## src/hdl/srpg_pkg.sv

```systemverilog
// Shared constants and types for the stepper ramp period generator.
// No dependencies.
`default_nettype none
package srpg_pkg;

   localparam int TICK_HZ_DEF = 62500000;
   localparam int SLOTS_DEF   = 32;

   localparam logic [15:0] OFF_WORD  = 16'd3199;
   localparam logic [15:0] LAST_RST  = 16'd65000;
   localparam logic [19:0] ACCEL_RST = 20'd1000;

   localparam logic [31:0] FULL_Q = 32'hFFFF_0000;
   localparam logic [31:0] SAT_Q  = 32'hFFFF_FFFF;
   localparam logic [31:0] ONE_Q  = 32'h0001_0000;
   localparam logic [31:0] FAST_Q = 32'd917504000;   // 14000.0
   localparam logic [31:0] STOP_Q = 32'hFFFE_0000;   // 65534.0

   localparam int OPND_W = 64;
   localparam int PROD_W = 128;
   localparam int QUO_W  = 42;
   localparam int REM_W  = 136;

   localparam logic [1:0] CSR_SPEED_LIMIT = 2'd0;
   localparam logic [1:0] CSR_ACCEL       = 2'd1;
   localparam logic [1:0] CSR_INVERT      = 2'd2;

   typedef struct packed {
      logic busy;
      logic done;
   } unit_stat_type;

endpackage
`default_nettype wire

```

## src/hdl/srpg_div.sv

```systemverilog
// Restoring divider, one quotient bit per cycle, 42 quotient bits.
// A quotient of 2^41 or more shows with its top bit set. Depends on srpg_pkg.
`default_nettype none
module srpg_div (
   input  wire logic                        clock,
   input  wire logic                        reset,
   input  wire logic                        start,
   input  wire logic [srpg_pkg::PROD_W-1:0] num,
   input  wire logic [srpg_pkg::PROD_W-1:0] den,
   output srpg_pkg::unit_stat_type          stat,
   output logic      [srpg_pkg::QUO_W-1:0]  quo
);
   localparam int REM_W = srpg_pkg::REM_W;
   localparam int QUO_W = srpg_pkg::QUO_W;
   localparam int PAD_W = REM_W - srpg_pkg::PROD_W;

   logic [REM_W-1:0] rem_ff, dsh_ff;
   logic [QUO_W-1:0] q_ff;
   logic [5:0]       cnt_ff;
   logic             busy_ff, done_ff;
   logic             ge;

   assign ge = rem_ff >= dsh_ff;

   always_ff @(posedge clock) begin
      if (reset) begin
         busy_ff <= 1'b0;
         done_ff <= 1'b0;
      end else begin
         done_ff <= 1'b0;
         if (start) begin
            busy_ff <= 1'b1;
         end else if (busy_ff && cnt_ff == 6'd0) begin
            busy_ff <= 1'b0;
            done_ff <= 1'b1;
         end
      end
   end

   always_ff @(posedge clock) begin
      if (start) begin
         rem_ff <= {{PAD_W{1'b0}}, num};
         dsh_ff <= {{PAD_W{1'b0}}, den} << (QUO_W - 1);
         q_ff   <= '0;
         cnt_ff <= 6'(QUO_W - 1);
      end else if (busy_ff) begin
         if (ge) begin
            rem_ff <= rem_ff - dsh_ff;
         end
         q_ff   <= {q_ff[QUO_W-2:0], ge};
         dsh_ff <= dsh_ff >> 1;
         cnt_ff <= cnt_ff - 6'd1;
      end
   end

   assign stat.busy = busy_ff;
   assign stat.done = done_ff;
   assign quo       = q_ff;
endmodule
`default_nettype wire

```

## config.mk

```make
export PLATFORM = sky130hd
export DESIGN_NAME = srpg_div
export DESIGN_NICKNAME = d
export VERILOG_FILES = /design/src/hdl/srpg_pkg.sv /design/src/hdl/srpg_div.sv
export SDC_FILE = /design/constraint.sdc
export NUM_CORES = 1
export LEC_CHECK = 0
export ABC_AREA = 1
export BUFFER_PORTS_ARGS = -buffer_cell sky130_fd_sc_hd__buf_2
export CAP_MARGIN = 10
export CORE_MARGIN = 2
export CORE_UTILIZATION = 40
export CTS_CLUSTER_DIAMETER = 150
export DETAILED_ROUTE_END_ITERATION = 8
export GPL_TIMING_DRIVEN = 0
export HOLD_SLACK_MARGIN = 0.06
export PLACE_DENSITY = 0.7
export SLEW_MARGIN = 5
export SYNTH_ARGS = -nofsm -noshare
export SYNTH_HDL_FRONTEND = slang
export SYNTH_SLANG_ARGS = --single-unit
```

## constraint.sdc

```tcl
create_clock -name clock -period 14.4 [get_ports clock]
set_clock_uncertainty 0.2 [all_clocks]
set_input_delay 1.44 -clock clock [delete_from_list [all_inputs] [get_ports clock]]
set_output_delay 1.44 -clock clock [all_outputs]
set_load 0.005 [all_outputs]
```

==> metrics.cfg <==
[cts]
cts_hold_buf=0
h-tree-depth=2
insertion_delay_ns=0.57
numClockSinks=322
numCtsBuffers=37
root_buffer=clkbuf_16
cts_resized=0
cts_max_path_buffers=3
clk_pin_slew_ns=0.06
cts_tree=done
post_cts_buffers=0

[power_and_ir_drop]
power.internal_mw=2.08
p_comb_share_pct=41.0
p_sw_mw=1.44
leakagePower_nw=14.0
vdd_drop_max_mv=0.0980
pwr-share-seq_pct=31.7
power_density_mw_per_mm2=118
clkPwrFrac_pct=27.3
switching_share_pct=40.9

[run]
cap_violations=0

[setup_path]
cpMaxStageDelayCell=clkbuf_1
worst_path_largest_cell_delay_ns=0.84
crit_chain=buf_2 -> clkbuf_1 -> inv_2 -> clkbuf_1 -> buf_2 -> nand2_4 -> buf_16
cp_max_fo=62
crit_path_end_kind=flop
critPathKind=primary input to flop
cp-start-kind=primary input
required_ns=14.42
cp_data_arrival_time_ns=4.40

[sta]
tns_ns=0
final-setup-viol-count=0
fin_crit_ns=4.38
slew_viol_final=0
tightest_slew_ns=1.23
fin_crit_sh_pct=30.4
fin_ws_ns=10.02
whs_ns=0.277
hold_viol=0
slew_headroom_pct=17.5
fmax_mhz=228
rsz0062_at_grt=false

[min_path]
hp-class=flop to flop

[global_routing]
grt_start_max_net_pins=63
grt.total_usage_pct=31.0
antenna_found_initial=3
grt_pass1_wl_um=155000
grt_pass1_vias=25400
grt_overflow=0

[drt]
antenna_left=0
drt_iter0_markers=2657
drt_pass1_iterations=7
viasPerCell=5.20
via_count=27200
drc=0
routed_wl_um=107000
wl_per_cell_um=20.4

[yosys]
post_synth_inst_count=4028
synthArstFlopShare_pct=0
yosysWarnings=0
synth_cell_types=50
synth_fp_nets=4425
yosysSeqAreaShare_pct=33.4
synth_area_mm2=0.0260
ys_seq_elements=322
synth_top_flop_cell=edfxtp_1
synth_top_cell_by_area=edfxtp_1
avgSynthCellArea_um2=6.45
synthTopCellsByArea=edfxtp_1, nand2_1, inv_1
netlist.area_leader.share_pct=25.8
synth_edf_count=223

[place]
numPortBuffers=269
hpwl_um=90100
gp_congestion=1.08
dp_slack_ns=9.55

[finish]
areaGrowthSynthToFinish_pct=14.5
final_common_cell=nand2_1
final_nets=4737
post_route_cells_drive_above_1_share_pct=11.9
layout_common_cells=nand2_1, inv_1, nor2_1
multi_input_area_mm2=0.0144
fillers=6888
n_antenna_cell=0
seqCellArea_mm2=0.00868

[floorplanning]
die-area_mm2=0.0671
die_w_um=259
io_pins=303
placementRows=93
die_h_um=259
start_util_pct=40.4
coreArea_mm2=0.0643

[status]
status=finished clean

==> cells by family after synthesis <==
kind of cell	count (synthesis)	share of synthesized area [%]
adder cells (fa/ha/maj)	138	6.67
buffers and inverters	779	11.3
AO/OA/AOI/OAI	588	12.5
flip-flops	322	33.4
AND/OR/NAND/NOR	2159	34.7
XOR/XNOR	42	1.41
==> state kept, by name, summed over array words and instances, names as in the netlist <==
name and count:
dsh_ff 136, rem_ff 136, quo 42, cnt_ff 6, busy_ff 1, done_ff 1
==> path summary, 6_finish.rpt <==
| check | to | from | slack (ns) | cells after the start |
|---|---|---|---|---|
| max reg2reg | rem_ff[124]$_DFFE_PP_ | rem_ff[0]$_DFFE_PP_ | 10.28 | 19 |
| max | rem_ff[65]$_DFFE_PP_ | start | 10.02 | 7 |
| min | cnt_ff[2]$_SDFFE_PP0P_ | cnt_ff[2]$_SDFFE_PP0P_ | 0.28 | 1 |
| min reg2reg | cnt_ff[2]$_SDFFE_PP0P_ | cnt_ff[2]$_SDFFE_PP0P_ | 0.28 | 1 |
==> critical path: cells and delay by family <==
kind / cells / cell delay, ns
simple gates: 1 / 0.23
buf+inv: 6 / 2.61
==> through the flow <==
stage	total power [mW]	util (%)	instances	instance area, um^2
after floorplan	2.03	-	4028	26000
after global placement	2.52	44.2	5152	28400
after detailed placement	2.53	44.3	5156	28500
after CTS	3.50	46.2	5223	29800
after global routing	3.70	46.2	5223	29800
final	3.52	46.2	5223	29800
==> synth_stat cells (all sizes together) (12+ instances only) <==
cell type / instances
a21oi: 208
nor3: 28
xor2: 12
o22ai: 82
nand3: 166
o21ai: 234
nand3b: 30
or2: 35
xnor2: 30
nor2: 473
nand4: 21
ha: 137
o21bai: 41
nor4: 12
dfxtp: 99
nand2: 1387
inv: 699
buf: 20
clkbuf: 50
edfxtp: 223
==> metal layers <==
metal,GRT usage [%],wire (um)
met1,44.6,49500
met5,0,7
met3,4.08,8150
met2,47.9,45100
met4,9.97,3750
==> power by group through the flow <==
stage	Sequential, mW	Clock (mW)	Combinational [mW]
after floorplan	1.13	0	0.893
after global placement	1.14	0	1.38
after detailed placement	1.14	0	1.40
after CTS	1.12	0.977	1.40
after global routing	1.12	1.01	1.56
final	1.12	0.961	1.44
==> layout make-up <==
type,count,area share (%)
Clock inverter,12,0.446
Buffer,70,0.967
Timing Repair Buffer,273,4.85
Multi-Input combinational cell,2927,48.3
Sequential cell,322,29.2
Inverter,709,8.96
Tap cell,855,3.60
Clock buffer,55,3.69
No activity file was read; power rests on OpenSTA's default activity.
