**src/hdl/srpg_pkg.sv**
```systemverilog
// Shared constants and types for the stepper ramp period generator.
// No dependencies.
`default_nettype none
package srpg_pkg;

   localparam int TICK_HZ_DEF = 62500000;
   localparam int SLOTS_DEF   = 32;

   localparam logic [15:0] OFF_WORD  = 16'd3199;
   localparam logic [15:0] LAST_RST  = 16'd65000;
   localparam logic [19:0] ACCEL_RST = 20'd1000;

   localparam logic [31:0] FULL_Q = 32'hFFFF_0000;
   localparam logic [31:0] SAT_Q  = 32'hFFFF_FFFF;
   localparam logic [31:0] ONE_Q  = 32'h0001_0000;
   localparam logic [31:0] FAST_Q = 32'd917504000;   // 14000.0
   localparam logic [31:0] STOP_Q = 32'hFFFE_0000;   // 65534.0

   localparam int OPND_W = 64;
   localparam int PROD_W = 128;
   localparam int QUO_W  = 42;
   localparam int REM_W  = 136;

   localparam logic [1:0] CSR_SPEED_LIMIT = 2'd0;
   localparam logic [1:0] CSR_ACCEL       = 2'd1;
   localparam logic [1:0] CSR_INVERT      = 2'd2;

   typedef struct packed {
      logic busy;
      logic done;
   } unit_stat_type;

endpackage
`default_nettype wire

```
**src/hdl/srpg_mul.sv**
```systemverilog
// Shared 64x64 multiplier, one 32x32 partial product per cycle.
// Depends on srpg_pkg.
`default_nettype none
module srpg_mul (
   input  wire logic                        clock,
   input  wire logic                        reset,
   input  wire logic                        start,
   input  wire logic [srpg_pkg::OPND_W-1:0] op_a,
   input  wire logic [srpg_pkg::OPND_W-1:0] op_b,
   output srpg_pkg::unit_stat_type          stat,
   output logic      [srpg_pkg::PROD_W-1:0] prod
);
   logic [srpg_pkg::OPND_W-1:0] a_ff, b_ff;
   logic [srpg_pkg::PROD_W-1:0] acc_ff;
   logic [1:0]                  k_ff;
   logic                        busy_ff, done_ff;
   logic [31:0]                 a_half, b_half;
   logic [63:0]                 pp;
   logic [1:0]                  lane;
   logic [srpg_pkg::PROD_W-1:0] pp_ext;

   always_comb begin
      a_half = k_ff[1] ? a_ff[63:32] : a_ff[31:0];
      b_half = k_ff[0] ? b_ff[63:32] : b_ff[31:0];
      pp     = {32'b0, a_half} * {32'b0, b_half};
      lane   = {k_ff[1] & k_ff[0], k_ff[1] ^ k_ff[0]};
      pp_ext = {64'b0, pp} << {lane, 5'b0};
   end

   always_ff @(posedge clock) begin
      if (reset) begin
         busy_ff <= 1'b0;
         done_ff <= 1'b0;
      end else begin
         done_ff <= 1'b0;
         if (start) begin
            busy_ff <= 1'b1;
         end else if (busy_ff && k_ff == 2'd3) begin
            busy_ff <= 1'b0;
            done_ff <= 1'b1;
         end
      end
   end

   always_ff @(posedge clock) begin
      if (start) begin
         a_ff   <= op_a;
         b_ff   <= op_b;
         acc_ff <= '0;
         k_ff   <= 2'd0;
      end else if (busy_ff) begin
         acc_ff <= acc_ff + pp_ext;
         k_ff   <= k_ff + 2'd1;
      end
   end

   assign stat.busy = busy_ff;
   assign stat.done = done_ff;
   assign prod      = acc_ff;
endmodule
`default_nettype wire

```
**config.mk**
```make
export PLATFORM = sky130hd
export DESIGN_NAME = srpg_mul
export DESIGN_NICKNAME = d
export VERILOG_FILES = /design/src/hdl/srpg_pkg.sv /design/src/hdl/srpg_mul.sv
export SDC_FILE = /design/constraint.sdc
export NUM_CORES = 2
export LEC_CHECK = 0
export CAP_MARGIN = 30
export CORE_ASPECT_RATIO = 1.75
export CORE_MARGIN = 8
export CORE_UTILIZATION = 45
export CTS_BUF_LIST = sky130_fd_sc_hd__clkbuf_8
export DETAILED_ROUTE_END_ITERATION = 8
export DONT_BUFFER_PORTS = 1
export MAX_ROUTING_LAYER = met4
export PLACE_DENSITY = 0.58
export SYNTH_ARGS = -nofsm -noshare
export SYNTH_HDL_FRONTEND = slang
export SYNTH_SLANG_ARGS = --single-unit
```
**constraint.sdc**
```tcl
create_clock -name clock -period 33.4 [get_ports clock]
set_clock_uncertainty 0.2 [all_clocks]
set_input_delay 3.34 -clock clock [delete_from_list [all_inputs] [get_ports clock]]
set_output_delay 3.34 -clock clock [all_outputs]
set_load 0.02 [all_outputs]
```
==> summary.txt <==
Status = finished clean
DP HPWL = 177 mm
Synth unique cells = 95
Layout Area Growth over Synthesis = 5.33%
Synth Instances = 5894
H-tree depth = 2
CP Launch Type = register
Routed Antenna Nets = 0
Main synth FF type = dfxtp_1
CTS tree = done
Post-cts hold buffer count = 0
Die H = 462 um
Vias in the first global route = 46400
Max Fanout on Critical Path = 43
Clock Pin Slew Worst Setup and Hold Paths = 0.07 ns
CTS resizes = 0
# port buffers = 0
Initial Utilization = 45.3%
Cell area after synthesis = 0.0511 mm2
Post-Syn Area per Cell = 8.67 um2
Sequential element share of the synthesized area = 12.7%
CP required = 33.75 ns
Yosys warning count = 0
First-pass DRT Iterations = 8
Synth top area share = 35.2%
Critical Path Sink Type = register
CTS buffer count = 47
RSZ-0062 raised after global routing = false
Tot GR Track Use = 35.8%
I/O pin count = 261
DR iter-0 viols = 3046
Setup TNS = 0 ns
Die Span X = 271 um
Crit-path most repeated cell = fa_1
WL per Instance = 29.8 um
GP Congestion = 1.03
Most area-consuming cells after synthesis = fa_1 35%, ha_1 9.6%, edfxtp_1 7.5%, inv_1 6.8%, nor2_1 6.2%
Hold Path Class = reg -> reg
Ys async rst share = 0%
Final #Nets = 7162
Full die area = 0.125 mm2
Yosys top cell by area = fa_1
Tmin final = 14.46 ns
Vias post-DR = 43200
Clock sinks = 260
Largest net degree at the start of global routing = 199
Routed wire length = 217 mm
Worst-margin pin slew = 1.13 ns
Post-synth EDFFs = 128
Register bit count reported by yosys = 260
Latest clock arrival within the worst-skew pair = 0.75 ns
Std-Cell Rows = 163
Period utilization = 43.3%
First-pass GRT wire length = 316 mm
Max Fclk = 69.1 MHz
DRC violation count after routing = 0
Vias per inst = 5.93
Layout cells sized above 1 = 5.85%
Fin. Hold Viols = 0
Slew Limit Headroom = 24.3%
Post-CTS Setup Inserts = 0
Critical-path cell with the highest stage delay = nor3b_1
Syn Nets = 7313
CP arrival = 14.81 ns
Antenna violations before repair = 13
Root Buffer = clkbuf_8
Max clock buf depth = 3
Critical path class = reg -> reg
Max incr delay on CP = 0.95 ns
Final setup viols = 0
Max-cap viol count = 0
Slew Limit Fails = 0
Placeable Area = 0.113 mm2
GRT Residual Overflow = 0
==> cells by family after synthesis <==
group                      count (synthesis)  share of synthesized area, %
and+or+nand+nor                         1846                          15.1
buffers and inverters                   1225                          9.21
muxes                                    199                          4.07
xor gates and xnor gates                 185                          3.17
AOI/OAI and AO/OA                        891                          11.0
adders and majority gates               1288                          44.7
DFF                                      260                          12.7
==> metrics by stage <==
step	cell area [um2]	setup slack [ns]	hold slack [ns]	std cells	utilization, %
finish	53800	18.94	0.376	7284	47.7
global route	53800	18.63	0.408	7280	47.7
CTS	53700	19.26	0.388	7258	47.6
detailed placement	52700	19.36	0.380	7170	46.7
global placement	52600	19.34	0.370	7164	46.6
floorplan	51100	21.80	0.339	5894	-
==> routing by layer <==
metal | global-route usage, % | wire length (um) | up-vias
met5 | - | 0 | -
met4 | 28.7 | 22300 | 0
met3 | 7.84 | 17100 | 722
met2 | 61.0 | 108000 | 2045
met1 | 34.9 | 69600 | 21900
li1 | - | - | 18500
==> sequential cells by signal, indices dropped and copies added (netlist names) <==
| name | count |
|---|---|
| prod | 128 |
| a_ff | 64 |
| b_ff | 64 |
| k_ff | 2 |
| busy_ff | 1 |
| done_ff | 1 |
==> critical path: cells and delay by family (launching register included) <==
family | cells | cell delay (ns)
flip-flops | 1 | 0.64
AO/OA/AOI/OAI | 15 | 4.22
multiplexers | 2 | 0.61
adder cells (fa/ha/maj) | 10 | 4.91
AND/OR/NAND/NOR | 4 | 1.92
XOR/XNOR | 2 | 0.30
buffers and inverters | 6 | 1.39
==> Yosys cell counts, drive strengths merged, types with 10 or more instances <==
cell	instances
nand2	684
o21a	23
o31ai	19
dfxtp	132
o211ai	11
clkbuf	261
a31oi	28
mux2i	128
inv	923
nand4	86
a21oi	288
edfxtp	128
and3	13
nor2	849
ha	391
buf	37
xnor2	110
xor2	75
mux2	71
nand2b	23
o21ai	212
o22ai	36
or3	13
nor3	36
a21o	126
nand3	33
o21bai	56
nor2b	17
a21boi	10
and2	53
fa	897
nor4	13
==> cells in the final DEF (no fill, tap or decap), drive strengths merged, types with 33 or more instances in the layout <==
| cell | count |
|---|---|
| dfxtp | 132 |
| nand4 | 86 |
| o22ai | 36 |
| buf | 102 |
| a21oi | 288 |
| fa | 897 |
| mux2 | 71 |
| inv | 939 |
| edfxtp | 128 |
| nor3 | 36 |
| xnor2 | 110 |
| nand2 | 684 |
| clkbuf | 51 |
| and2 | 53 |
| a21o | 126 |
| nor2 | 849 |
| ha | 391 |
| o21bai | 56 |
| o21ai | 212 |
| nand3 | 33 |
| mux2i | 128 |
| xor2 | 75 |
==> final cells by class <==
cell class | instances | area, um2
Multi-Input combinational cell | 4409 | 40200
Clock buffer | 51 | 702
Tap cell | 1485 | 1860
Sequential cell | 260 | 6500
Antenna cell | 17 | 42.5
Fill cell | 11100 | 59000
Inverter | 923 | 3460
Timing Repair Buffer | 102 | 802
Clock inverter | 37 | 285
==> final timing paths <==
kind	slack, ns	endpoint	start	cells past startpoint
worst max-delay path	18.94	prod[109]	k_ff[0]	39
worst min-delay path	0.38	prod[99]	prod[99]	2
worst max register to register	18.94	prod[109]	k_ff[0]	39
worst min register to register	0.38	prod[99]	prod[99]	2
Power is left out: the tool's default activity adds up to more than one toggle a clock period on the data nets, which glitch-free logic cannot reach.
